`src/hw/rtl/shrc_pkg.sv`:
```
// Shared types and constants of the startup hold request coalescer.
`default_nettype none

package shrc_pkg;

  typedef enum logic [1:0] {
    CMD_STARTUP_BEGIN  = 2'd0,
    CMD_STARTUP_FINISH = 2'd1,
    CMD_REQUEST        = 2'd2,
    CMD_POLL           = 2'd3
  } cmd_e;

  typedef enum logic [2:0] {
    VERDICT_IDLE      = 3'd0,
    VERDICT_DEBOUNCED = 3'd1,
    VERDICT_QUEUED    = 3'd2,
    VERDICT_COALESCED = 3'd3,
    VERDICT_REBUILD   = 3'd4
  } verdict_e;

  localparam int unsigned TimeW   = 48;
  localparam int unsigned CountW  = 16;
  localparam int unsigned ReasonW = 8;
  localparam int unsigned CfgW    = 32;

  localparam logic CFG_DEBOUNCE = 1'b0;
  localparam logic CFG_TIMEOUT  = 1'b1;

  localparam logic [CfgW-1:0]   DEBOUNCE_RESET = 32'd1000;
  localparam logic [CfgW-1:0]   TIMEOUT_RESET  = 32'd30000;
  localparam logic [CountW-1:0] COUNT_MAX      = 16'hFFFF;

  typedef struct packed {
    verdict_e             verdict;
    logic [CountW-1:0]    count;
    logic [ReasonW-1:0]   reason;
    logic [TimeW-1:0]     waited;
    logic                 timed_out;
  } result_t;

  // Elapsed time, clamped at zero when time runs backwards.
  function automatic logic [TimeW-1:0] elapsed(input logic [TimeW-1:0] now,
                                               input logic [TimeW-1:0] then);
    elapsed = (now > then) ? (now - then) : '0;
  endfunction

endpackage

`default_nettype wire

```
`src/hw/rtl/shrc_core.sv`:
```
// Gate state and combinational decision logic for one command.
`default_nettype none

module shrc_core import shrc_pkg::*; (
  input  wire logic               clk_i,
  input  wire logic               rst_ni,
  input  wire logic               en_i,
  input  wire logic [1:0]         command_i,
  input  wire logic [TimeW-1:0]   now_ms_i,
  input  wire logic [ReasonW-1:0] reason_code_i,
  input  wire logic [CfgW-1:0]    debounce_i,
  input  wire logic [CfgW-1:0]    timeout_i,
  output result_t                 result_o
);

  logic               active_q, active_d;
  logic [TimeW-1:0]   begin_q, begin_d;
  logic               pending_q, pending_d;
  logic [CountW-1:0]  count_q, count_d;
  logic [TimeW-1:0]   since_q, since_d;
  logic [ReasonW-1:0] reason_q, reason_d;
  logic [TimeW-1:0]   last_q, last_d;
  logic               released_q, released_d;

  logic [TimeW-1:0]  since_release;
  logic              debounce_hit;
  logic              holds;
  logic [TimeW-1:0]  waited_pend;
  logic [CountW-1:0] count_inc;

  assign since_release = now_ms_i - last_q;
  assign debounce_hit  = released_q && (now_ms_i >= last_q) &&
                         (since_release < {{(TimeW-CfgW){1'b0}}, debounce_i});
  assign holds         = active_q &&
                         (elapsed(now_ms_i, begin_q) < {{(TimeW-CfgW){1'b0}}, timeout_i});
  assign waited_pend   = pending_q ? elapsed(now_ms_i, since_q) : '0;
  assign count_inc     = (count_q == COUNT_MAX) ? count_q : count_q + 16'd1;

  always_comb begin
    result_o   = '0;
    active_d   = active_q;
    begin_d    = begin_q;
    pending_d  = pending_q;
    count_d    = count_q;
    since_d    = since_q;
    reason_d   = reason_q;
    last_d     = last_q;
    released_d = released_q;
    case (cmd_e'(command_i))
      CMD_STARTUP_BEGIN: begin
        active_d = 1'b1;
        begin_d  = now_ms_i;
      end
      CMD_STARTUP_FINISH: begin
        active_d = 1'b0;
      end
      CMD_REQUEST: begin
        if (debounce_hit) begin
          result_o.verdict = VERDICT_DEBOUNCED;
          result_o.reason  = reason_code_i;
        end else if (holds) begin
          result_o.verdict = pending_q ? VERDICT_COALESCED : VERDICT_QUEUED;
          result_o.count   = count_inc;
          result_o.reason  = reason_code_i;
          result_o.waited  = waited_pend;
          pending_d        = 1'b1;
          if (!pending_q) begin
            since_d = now_ms_i;
          end
          count_d  = count_inc;
          reason_d = reason_code_i;
        end else begin
          result_o.verdict   = VERDICT_REBUILD;
          result_o.count     = count_inc;
          result_o.reason    = reason_code_i;
          result_o.waited    = waited_pend;
          result_o.timed_out = active_q;
          pending_d  = 1'b0;
          count_d    = '0;
          since_d    = '0;
          reason_d   = '0;
          last_d     = now_ms_i;
          released_d = 1'b1;
        end
      end
      CMD_POLL: begin
        if (pending_q && !holds) begin
          result_o.verdict   = VERDICT_REBUILD;
          result_o.count     = (count_q == '0) ? 16'd1 : count_q;
          result_o.reason    = reason_q;
          result_o.waited    = waited_pend;
          result_o.timed_out = active_q;
          pending_d  = 1'b0;
          count_d    = '0;
          since_d    = '0;
          reason_d   = '0;
          last_d     = now_ms_i;
          released_d = 1'b1;
        end
      end
      default: begin
        result_o = '0;
      end
    endcase
  end

  always_ff @(posedge clk_i or negedge rst_ni) begin
    if (!rst_ni) begin
      active_q   <= 1'b0;
      begin_q    <= '0;
      pending_q  <= 1'b0;
      count_q    <= '0;
      since_q    <= '0;
      reason_q   <= '0;
      last_q     <= '0;
      released_q <= 1'b0;
    end else if (en_i) begin
      active_q   <= active_d;
      begin_q    <= begin_d;
      pending_q  <= pending_d;
      count_q    <= count_d;
      since_q    <= since_d;
      reason_q   <= reason_d;
      last_q     <= last_d;
      released_q <= released_d;
    end
  end

endmodule

`default_nettype wire

```
`src/hw/rtl/startup_hold_request_coalescer.sv`:
```
// Top level of the startup hold request coalescer: channel registers and configuration.
`default_nettype none

// Channel   Direction  Handshake             Payload
// input     in         in_valid_i/in_stall_o  command_i, now_ms_i, reason_code_i
// output    out        out_valid_o/out_stall_i verdict_o, request_count_o, reason_out_o,
//                                             waited_ms_o, startup_timed_out_o
// config    in         cfg_we_i               cfg_index_i, cfg_data_i
//
// Every command yields exactly one result transaction. It passes the input register,
// then the decision logic into the result register. Throughput is one transaction per
// cycle while the output is not stalled; the only loop is the gate state in shrc_core,
// which updates in the same cycle as its result is registered.
// Reset clears the gate state, both valid flags and loads the configuration
// registers with their default values (debounce 1000 ms, startup timeout 30000 ms).
// A stall on the output holds the result register; the input register still
// takes a new transaction while it is empty, and stalls only when both registers
// are full and the output is stalled.

module startup_hold_request_coalescer import shrc_pkg::*; (
  input  wire logic               clk_i,
  input  wire logic               rst_ni,
  input  wire logic               in_valid_i,
  output logic                    in_stall_o,
  input  wire logic [1:0]         command_i,
  input  wire logic [TimeW-1:0]   now_ms_i,
  input  wire logic [ReasonW-1:0] reason_code_i,
  output logic                    out_valid_o,
  input  wire logic               out_stall_i,
  output logic [2:0]              verdict_o,
  output logic [CountW-1:0]       request_count_o,
  output logic [ReasonW-1:0]      reason_out_o,
  output logic [TimeW-1:0]        waited_ms_o,
  output logic                    startup_timed_out_o,
  input  wire logic               cfg_we_i,
  input  wire logic               cfg_index_i,
  input  wire logic [CfgW-1:0]    cfg_data_i
);

  logic [CfgW-1:0] debounce_q;
  logic [CfgW-1:0] timeout_q;

  logic               in_valid_q;
  logic [1:0]         cmd_q;
  logic [TimeW-1:0]   now_q;
  logic [ReasonW-1:0] reason_q;

  logic    out_valid_q;
  result_t result_q;
  result_t result_d;

  logic advance;
  logic in_take;

  // Move the held command into the result register when that slot frees up.
  assign advance    = in_valid_q && (!out_valid_q || !out_stall_i);
  assign in_stall_o = in_valid_q && !advance;
  assign in_take    = in_valid_i && !in_stall_o;

  // Configuration registers; the user must make writes only while the gate is idle; the block does not enforce this.
  always_ff @(posedge clk_i or negedge rst_ni) begin
    if (!rst_ni) begin
      debounce_q <= DEBOUNCE_RESET;
      timeout_q  <= TIMEOUT_RESET;
    end else if (cfg_we_i) begin
      if (cfg_index_i == CFG_DEBOUNCE) begin
        debounce_q <= cfg_data_i;
      end
      if (cfg_index_i == CFG_TIMEOUT) begin
        timeout_q <= cfg_data_i;
      end
    end
  end

  // Input register: hold the command until the decision stage takes it.
  always_ff @(posedge clk_i or negedge rst_ni) begin
    if (!rst_ni) begin
      in_valid_q <= 1'b0;
    end else if (in_take) begin
      in_valid_q <= 1'b1;
    end else if (advance) begin
      in_valid_q <= 1'b0;
    end
  end

  always_ff @(posedge clk_i) begin
    if (in_take) begin
      cmd_q    <= command_i;
      now_q    <= now_ms_i;
      reason_q <= reason_code_i;
    end
  end

  shrc_core u_core (
    .clk_i         (clk_i),
    .rst_ni        (rst_ni),
    .en_i          (advance),
    .command_i     (cmd_q),
    .now_ms_i      (now_q),
    .reason_code_i (reason_q),
    .debounce_i    (debounce_q),
    .timeout_i     (timeout_q),
    .result_o      (result_d)
  );

  // Result register: drop the valid flag once the transaction is taken.
  always_ff @(posedge clk_i or negedge rst_ni) begin
    if (!rst_ni) begin
      out_valid_q <= 1'b0;
    end else if (advance) begin
      out_valid_q <= 1'b1;
    end else if (!out_stall_i) begin
      out_valid_q <= 1'b0;
    end
  end

  always_ff @(posedge clk_i) begin
    if (advance) begin
      result_q <= result_d;
    end
  end

  assign out_valid_o         = out_valid_q;
  assign verdict_o           = result_q.verdict;
  assign request_count_o     = result_q.count;
  assign reason_out_o        = result_q.reason;
  assign waited_ms_o         = result_q.waited;
  assign startup_timed_out_o = result_q.timed_out;

  // The input side stalls only when both registers are full and the output is stalled.
  a_stall_cause: assert property (@(posedge clk_i) disable iff (!rst_ni)
    in_stall_o |-> (in_valid_q && out_valid_q && out_stall_i))
    else $error("input stalled without a full pipeline");

  a_debounced_clean: assert property (@(posedge clk_i) disable iff (!rst_ni)
    (out_valid_o && verdict_o == VERDICT_DEBOUNCED) |->
      (request_count_o == '0 && waited_ms_o == '0 && !startup_timed_out_o))
    else $error("debounced result carries count, wait or timeout");

  a_queued_first: assert property (@(posedge clk_i) disable iff (!rst_ni)
    (out_valid_o && verdict_o == VERDICT_QUEUED) |->
      (request_count_o == 16'd1 && waited_ms_o == '0 && !startup_timed_out_o))
    else $error("first queued request must report count one and no wait");

  a_rebuild_count: assert property (@(posedge clk_i) disable iff (!rst_ni)
    (out_valid_o && verdict_o == VERDICT_REBUILD) |-> (request_count_o != '0))
    else $error("rebuild released with zero requests");

  a_idle_zero: assert property (@(posedge clk_i) disable iff (!rst_ni)
    (out_valid_o && verdict_o == VERDICT_IDLE) |->
      (request_count_o == '0 && reason_out_o == '0 && waited_ms_o == '0))
    else $error("idle result not all zero");

endmodule

`default_nettype wire
```
`config.mk`:
```
export PLATFORM = sky130hd
export DESIGN_NAME = startup_hold_request_coalescer
export DESIGN_NICKNAME = d
export VERILOG_FILES = /design/src/hw/rtl/shrc_pkg.sv /design/src/hw/rtl/shrc_core.sv /design/src/hw/rtl/startup_hold_request_coalescer.sv
export SDC_FILE = /design/constraint.sdc
export NUM_CORES = 1
export LEC_CHECK = 0
export BUFFER_PORTS_ARGS = -buffer_cell sky130_fd_sc_hd__buf_2
export CORE_ASPECT_RATIO = 1.5
export CORE_MARGIN = 10
export CORE_UTILIZATION = 55
export CTS_CLUSTER_DIAMETER = 80
export DETAILED_ROUTE_END_ITERATION = 10
export HOLD_SLACK_MARGIN = 0.02
export PLACE_DENSITY = 0.83
export SLEW_MARGIN = 10
export SYNTH_ARGS = -nofsm -noshare
export SYNTH_HDL_FRONTEND = slang
export SYNTH_SLANG_ARGS = --single-unit
```
`constraint.sdc`:
```
create_clock -name clk_i -period 7.2 [get_ports clk_i]
set_input_delay 2.16 -clock clk_i [delete_from_list [all_inputs] [get_ports clk_i]]
set_output_delay 2.16 -clock clk_i [all_outputs]
set_load 0.1 [all_outputs]
```
* Word-level counts from Yosys, hierarchy flattened
Cells that the tools add are included.
** Storage, ports and cells
- Flip-flop bits (word level) :: 371
- Bits in latches :: 0
- RAM bits :: 0
- Bits in read-only memories :: 0
- Input bits :: 96
- Output and inout port bits :: 78
- Memories kept :: 0
** Cells by class
- Add/sub/neg operators :: 4
- Multipliers :: 0
- Divide/modulo/power cells :: 0
- $lt $le $gt $ge :: 5
- Eq/ne operators :: 9
- Shift-type cells :: 0
- Muxes and demuxes :: 44
- Bitwise logic cells :: 1
- Reduce and logical (&&, ||, !) cells :: 25
** Operator list (number)
- $mux W48 :: 10
- $pmux W48 S2 :: 2
- $pmux W76 S2 :: 1
- $sub A48 B48 Y48 :: 3
- $gt A48 B48 Y1 :: 2
- $lt A48 B32 Y1 :: 2
- $mux W16 :: 6
- $mux W76 :: 1
- $mux W75 :: 1
- $mux W49 :: 1
- $ge A48 B48 Y1 :: 1
- $mux W8 :: 4
- $pmux W16 S2 :: 1
- $add A16 B1 Y16 const B :: 1
- $eq A16 B16 Y1 const B :: 1
- $logic_not A16 Y1 :: 1
- $pmux W8 S2 :: 1
- $mux W1 :: 12
- $reduce_and A5 Y1 :: 2
- $reduce_and A2 Y1 :: 4
- $logic_and A1 B1 Y1 :: 7
- $pmux W1 S2 :: 3
- $reduce_bool A2 Y1 :: 3
- $logic_not A1 Y1 :: 5
- other kinds (10) :: 13

* Longest topological paths before layout
Gate-level depths: netlist (run 1).
- Depth in word-level cells :: 8
- Depth in mapped cells :: 30
- Mapped depth without buffers :: 27

* Cells and area by module
Synthesis (run 1) repeated with hierarchy kept, for this count alone.
** Second synthesis, totals
- Cells, all modules :: 2629
- Area, all modules :: 24738.7 µm²
** By module, submodules not included
- shrc_core :: instances 1, cells each 2350, area an instance 18186.2 µm², sequential area each 4279.1 µm²
- startup_hold_request_coalescer :: instances 1, cells each 279, area an instance 6552.5 µm², sequential area each 5691.7 µm²

* Worst setup path after synthesis (run 1)
Ideal clock, no wire load.
- Path kind :: reg-to-reg
- Start :: register now_q[0]
- End :: register result_q, in the netlist waited_ms_o[40], data pin
- Arrival :: 5.384 ns
- Required time :: 6.932 ns
- Setup slack :: 1.547 ns
- Stages on the path, launching flop included :: 31
- Buffers on the path :: 4
- Clock period less this slack :: 5.653 ns
- Cell sequence :: edfxtp_1 > inv_1 > ha_1 > inv_1 > fa_1 > a211oi_1 > o211ai_1 > nand3_1 > a21boi_1 > nor2_1 > nor2b_1 > a211oi_1 > a31o_2 > clkbuf_1 > nor2_1 > ha_1 > a21o_1 > a21o_1 > a211oi_1 > o21ai_0 > a22o_1 > a211oi_1 > o31ai_1 > nor4_1 > nand2_1 > a21bo_1 > buf_2 > a21oi_2 > buf_2 > buf_2 > nor3_1
** RTL lines
- start: declaration :: RTL line startup_hold_request_coalescer.sv:45 : logic [TimeW-1:0] now_q;
- start signal: assignment :: RTL line startup_hold_request_coalescer.sv:89 : now_q <= now_ms_i;
- end signal: assignment :: RTL line startup_hold_request_coalescer.sv:119 : result_q <= result_d;
- end: declaration :: RTL line startup_hold_request_coalescer.sv:49 : result_t result_q;

* Worst setup path in the final report (run 1)
- Start :: register now_q[0]
- End :: register u_core.last_q[46]
** On the way
- Word-level cells in the longest chain between the ends :: 8
- Elaborated cells between the ends (all ways) :: 16
- Classes of those cells :: add/sub: 2; order compare: 4; eq/ne: 3; mux: 1; reduce/logical: 6
** Ends and longest elaborated chain
- $sub A48 B48 Y48 / $gt A48 B48 Y1 (equally long branches) :: RTL line shrc_pkg.sv:44 : elapsed = (now > then) ? (now - then) : '0;
- $mux W48 :: RTL line shrc_pkg.sv:44
- $lt A48 B32 Y1 :: RTL line shrc_core.sv:35 : (elapsed(now_ms_i, begin_q) < {{(TimeW-CfgW){1'b0}}, timeout_i});
- $logic_and A1 B1 Y1 :: RTL line shrc_core.sv:34 : assign holds = active_q &&
- $logic_not A1 Y1 :: RTL line shrc_core.sv:87 : if (pending_q && !holds) begin
- $logic_and A1 B1 Y1 :: RTL line shrc_core.sv:87
- $ne A2 B1 Y1 (no line)
- $reduce_and A5 Y1 (no line) (*)
- end signal: assignment :: RTL line shrc_core.sv:124 : last_q <= last_d;
- end: declaration :: RTL line shrc_core.sv:22 : logic [TimeW-1:0] last_q, last_d;
Mark *: on every way between the ends. The rest lies on a longest branch, timed or not.
A chain may end at the register's enable or synchronous reset.

==> results of run 1 <==
## worst min path at each step
stage	from	end	slack, ns	cells after the start
finish	u_core.released_q	u_core.released_q	0.46	1
global route	u_core.released_q	u_core.released_q	0.49	1
CTS	u_core.released_q	u_core.released_q	0.47	1
detailed placement	u_core.released_q	u_core.released_q	0.45	1
global placement	u_core.released_q	u_core.released_q	0.45	1
floorplan	u_core.released_q	u_core.released_q	0.43	1
## through the flow
stage	util, %	cell area (um^2)	total power [W]	hold WS [ns]	instances
after global routing	62.42	27970	0.01041	0.4854	3468
final	62.42	27970	0.009798	0.4626	3468
after global placement	59.51	26670	0.007593	0.4452	3396
after floorplan	-	24850	0.006372	0.4258	2677
after detailed placement	59.51	26670	0.007720	0.4510	3396
after CTS	62.23	27890	0.009718	0.4694	3464
## registers in the layout, indices dropped and copies added (netlist names)
| signal | cells |
|---|---|
| now_q | 48 |
| u_core.begin_q | 48 |
| u_core.last_q | 48 |
| u_core.since_q | 48 |
| waited_ms_o | 48 |
| debounce_q | 32 |
| timeout_q | 32 |
| request_count_o | 16 |
| u_core.count_q | 16 |
| reason_out_o | 8 |
| reason_q | 8 |
| u_core.reason_q | 8 |
| verdict_o | 3 |
| cmd_q | 2 |
| in_valid_q | 1 |
| out_valid_o | 1 |
| startup_timed_out_o | 1 |
| u_core.active_q | 1 |
| u_core.pending_q | 1 |
| u_core.released_q | 1 |
## cell families (layout without fill, tap and decap cells)
logic type,Yosys count,in the layout
AOI/OAI and AO/OA,792,793
xor gates and xnor gates,106,106
adders and majority gates,211,211
buffers and inverters,366,574
DFF,371,371
muxes,88,88
and+or+nand+nor,743,743
## metal layers
layer / vias to the layer above / track usage, % / share of wire [%]
li1: 10110 / - / -
met1: 10470 / 30.67 / 39
met2: 722 / 48.98 / 51
met3: 202 / 2.953 / 4.9
met4: 0 / 14.67 / 5.7
met5: - / 0 / 0
## synth_stat cells, types with 69 or more instances
cell	count
inv_1	244
nand2_1	235
dfrtp_1	224
ha_1	208
a21oi_1	199
o21ai_0	187
nor2_1	153
edfxtp_1	134
a21o_1	83
nor3_1	75
mux2_2	74
clkbuf_1	69
## cells in the final DEF, fill, tap and decap left out, drive strengths merged, types with 15 or more instances in the layout
cell / n
nor3: 78
o21ai: 205
a22o: 28
dfrtp: 224
a21o: 83
nand2: 236
clkbuf: 54
a32o: 49
buf: 262
xor2: 44
mux2: 84
a211oi: 19
nand2b: 22
xnor2: 62
and2: 17
o21a: 26
nand4: 60
a31oi: 20
and3: 15
inv: 247
a21oi: 203
edfxtp: 134
ha: 208
o21bai: 27
o211ai: 26
nor2b: 22
nor2: 154
nand3: 62
nor4: 22
## worst max-delay path: cells and delay by family (launching register included)
kind            cells  cell delay [ns]
compound gates      9             1.91
simple gates       10             1.81
fa+ha+maj           3             0.88
buf+inv             4             0.75
mux                 2             0.58
flops               1             0.44
xor+xnor            1             0.16
## report_power, final
group | internal, W | leakage [nW] | switching [W]
Sequential | 0.00257 | 4.27 | 0.000188
Clock | 0.00110 | 0.594 | 0.000869
Combinational | 0.00192 | 7.43 | 0.00315
## cell type report
cell class	count	area, um^2	share of cell area, %
well taps	582	728.2	2.603
repair buffers	262	1659	5.932
flip-flops and latches	371	9971	35.65
clock inverters	14	135.1	0.4831
inverters	244	915.9	3.274
clock buffers	54	1082	3.869
multi-input cells	1941	13480	48.19
==> run metrics, run 1 <==
mapped cell area=24,850 um^2; CTS max path bufs=3; CTS resizes=0; register area share after synthesis=~40%; setup_tns=0 ns; H-tree levels=2; CP max stage cell=edfxtp_1; Initial DRC Count=between 1,500 and 2,000; Setup Skew=between 0.03 and 0.04 ns; worst skew pair latency=around 0.56 ns; Remaining DRCs=0; Starting Density=55.45%; top post-synthesis cells by area=dfrtp_1 (23%), edfxtp_1 (16%), ha_1 (10%); via count=21,500; max cap viols=0; final setup fails=0; # IOs=between 150 and 200; Post-Place Worst Slack=0.3532 ns; reg2reg path depth=29; post-synthesis async set-or-reset flop share=roughly 64%; Peak Freq=between 100 and 150 MHz; maximum fanout along the worst path=20; RSZ-0062 raised after global routing=false; number of flops mapped to enable cells by yosys=around 130; Synth top area share=~23%; FP Rows=95; reg2reg start=now_q[0]; mux cell area share after synthesis=between 3 and 4%; Worst Setup End Kind=register; x dimension of the die=slightly below 200 um; Port Buffers=about 170; CP Capture Point=u_core.last_q[46]; Setup Buffers After CTS=0; largest net degree at the start of global routing=roughly 130; Least-Margin Pin Slew=around 1.2 ns; Clock Pin Slew Worst Setup and Hold Paths=approximately 0.060 ns; Synth warnings=0; RR Endpoint=u_core.last_q[46]; area growth from synthesis to layout=12.57%; Pwr Density=roughly 350 nW/um^2; top_reg_cell synth=dfrtp_1; post-synthesis adder-cell area fraction=between 10% and 20%; critical path required time=approximately 7.6 ns; Worst path max stage delay=between 0.4 and 0.5 ns; count of cell types in the netlist=93; status=finished, final reports clean; Final HPWL DP=roughly 60,000 um; Post-DRT Antenna Nets=0; Crit Path Class=register to register; gr usage total=27.09%; Layout fillers=approximately 3,700; xor and xnor fraction of the mapped netlist area=3.736%; CTS tree=yes; total CTS buffers=38; Mapped Cells=2,677; number of global-route vias before repair=21,570; CP Launch Type=register; Mapped Avg Cell Area=about 9.3 um^2; initial antenna violation count=1; core box area=44,810 um^2; syn_nets=~3,000; Detailed Routing Iterations Pass 1=6; hold buffers post-CTS=0; Relative slew margins=around 17%; largest family of logic cells by synthesized area=compound AO/OA/AOI/OAI gates; Root Driver=clkbuf_16; period utilisation layout=around 93%; flop and latch count out of synthesis=about 370; Final Max Slew Viols=0; Die Y=280.3 um; CTS Sinks=between 300 and 400; first-pass GRT wire length=~120,000 um; Final Hold Fails=0; proportion of layout cells with a drive suffix above 1=between 15 and 20%; Via density=about 6.2; worst reg2reg setup slack=approximately 0.48 ns; most frequent CP cell=a21oi_1; area leader, netlist=dfrtp_1; crit path DAT=between 7 and 8 ns; Hold WC Path Type=register to register; minimum clock period=between 6 and 7 ns; Synth Area in Simple Gates=around 15%; Compound-Gate Fraction of Synth Area=a little over a fifth; CP startpoint=now_q[0]; drt total wl=roughly 76,000 um; grt ovf=0; Nets=around 3,200; full die area=54,250 um^2; RePlAce Congestion=1.004; Max VDD drop=between 200 and 250 uV; leakage power=12.30 nW; Final WS setup=between 0.4 and 0.5 ns; DR WL/cell=21.90 um; antenna cells=0
(Power assumes the default switching activity.)
==> inputs of run 2 (changes only) <==
Settings changed: PLACE_DENSITY 0.83 to not set, PLACE_DENSITY_LB_ADDON set to 0.25.
==> run metrics, run 2 (synthesis results as in run 1) <==
CTS max path bufs=3 (unchanged); hold buffers post-CTS=0 (unchanged); Final Hold Fails=0 (unchanged); DR WL/cell=21.28 um (was 21.90 um); max cap viols=0 (unchanged); Post-DRT Antenna Nets=0 (unchanged); Detailed Routing Iterations Pass 1=6 (unchanged); Crit Path Class=register to register (unchanged); commonest non-fill, non-tap cell in the layout=inv_1 (unchanged); grt ovf=0 (unchanged); drt total wl=72,870 um (was 75,940 um); Pwr Density=352.7 nW/um^2 (was 350.3 nW/um^2); Worst Setup End Kind=register (unchanged); critical path required time=7.49 ns (was 7.61 ns); Die Y=280.3 um (unchanged); Least-Margin Pin Slew=0.9835 ns (was 1.239 ns); worst skew pair latency=0.56 ns (about the same); CP max stage cell=edfxtp_1 (unchanged); Post-Place Worst Slack=0.5486 ns (was 0.3532 ns); Final Max Slew Viols=0 (unchanged); RePlAce Congestion=0.9701 (was 1.004); commonest non-fill, non-tap cells in the layout=inv_1 (243), nand2_1 (235), dfrtp_1 (224), ha_1 (208), a21oi_1 (199) (unchanged); Worst path max stage delay=0.43 ns (was 0.44 ns); Clock Pin Slew Worst Setup and Hold Paths=0.06 ns (about the same); H-tree levels=2 (unchanged); Root Driver=clkbuf_16 (unchanged); antenna cells=0 (unchanged); period utilisation layout=92.83% (was 93.28%); Port Buffers=173 (unchanged); core box area=44,810 um^2 (unchanged); initial antenna violation count=0 (was 1); crit path DAT=6.97 ns (was 7.13 ns); Final HPWL DP=56,330 um (was 59,940 um); Hold WC Path Type=register to register (unchanged); # IOs=174 (unchanged); Hold Slack=0.4844 ns (was 0.4626 ns); Nets=3,121 (was 3,165); Starting Density=55.45% (unchanged); area growth from synthesis to layout=11.31% (was 12.57%); x dimension of the die=193.5 um (unchanged); most frequent CP cell=a21oi_1 (unchanged); full die area=54,250 um^2 (unchanged); Relative slew margins=34.43% (was 17.11%); Initial DRC Count=1,548 (was 1,922); leakage power=12.09 nW (was 12.30 nW); proportion of layout cells with a drive suffix above 1=14.29% (was 15.56%); FP Rows=95 (unchanged); Max VDD drop=254.3 uV (was 228.1 uV); gr usage total=25.96% (was 27.09%); Via density=6.196 (was 6.199); final setup fails=0 (unchanged); CP Launch Type=register (unchanged); minimum clock period=6.684 ns (was 6.716 ns); CTS tree=yes (unchanged); fin util=61.72% (was 62.42%); Power Total=0.009755 W (was 0.009798 W); Peak Freq=149.6 MHz (was 148.9 MHz); via count=21,220 (was 21,500); Setup Skew=0.02440 ns (was 0.03064 ns); Final WS setup=0.5161 ns (was 0.4837 ns); total CTS buffers=38 (unchanged); CTS Sinks=371 (unchanged); largest net degree at the start of global routing=144 (was 125); number of global-route vias before repair=20,980 (was 21,570); first-pass GRT wire length=115,000 um (was 119,100 um); status=finished, final reports clean (unchanged); maximum fanout along the worst path=24 (was 20); Remaining DRCs=0 (unchanged)
[run 2: cell types whose count changed in the layout (fill, tap and decap cells not counted), sizes merged]
cell / delta
buf: -43
clkbuf: -5
inv: -1
clkinv: -1
clkinvlp: +4
o21ai: -1
bufinv: +3
[run 2: cell type report]
class                   instances  area (um^2)
clock inverters                19        216.5
multi-input cells            1940        13470
well taps                     582        728.2
repair buffers                219         1321
flip-flops and latches        371         9971
inverters                     244        915.9
clock buffers                  49         1033
fillers                      3913        17150
[run 2: worst max-delay path, delay by kind of cell, from the launching register on]
family / cells / cell delay, ns
AO/OA/AOI/OAI: 11 / 2.43
XOR/XNOR: 1 / 0.26
adder cells (fa/ha/maj): 3 / 0.88
buffers and inverters: 3 / 0.53
flip-flops: 1 / 0.43
multiplexers: 1 / 0.13
AND/OR/NAND/NOR: 9 / 1.75
[run 2: final timing paths]
kind | startpoint | slack, ns | cells after the start | to
setup / recovery | now_q[0] | 0.52 | 28 | request_count_o[0]
hold / removal | u_core.released_q | 0.48 | 1 | u_core.released_q
setup reg to reg | now_q[0] | 0.52 | 28 | request_count_o[0]
hold reg to reg | u_core.released_q | 0.48 | 1 | u_core.released_q
max in group asynchronous | rst_ni | 4.33 | 2 | u_core.last_q[27]
min in group asynchronous | rst_ni | 1.61 | 1 | u_core.count_q[15]
[run 2: report_power, final]
group	switching, W	internal (W)
combinational	0.00308	0.00187
clock	0.000860	0.00116
sequential	0.000207	0.00257
[run 2: through the flow]
step | std cells | setup TNS (ns) | cell area [um^2]
final | 3424 | 0 | 27660
after global routing | 3424 | -0.1031 | 27660
after CTS | 3424 | 0 | 27640
after detailed placement | 3356 | 0 | 26390
after global placement | 3356 | 0 | 26390
after floorplan | 2677 | 0 | 24850
[run 2: repair_timing]
item                                    in CTS  in global routing
resized for setup                            0                  3
buffers inserted                             0                  0
endpoints found under the setup margin       0                133
[run 2: per-layer routing]
layer	up-vias	GRT usage (%)	routed length, um
met5	-	0	0
met4	0	11.62	3347
met3	183	3.360	3764
met2	780	46.20	36640
met1	10220	30.63	29120
li1	10040	-	-
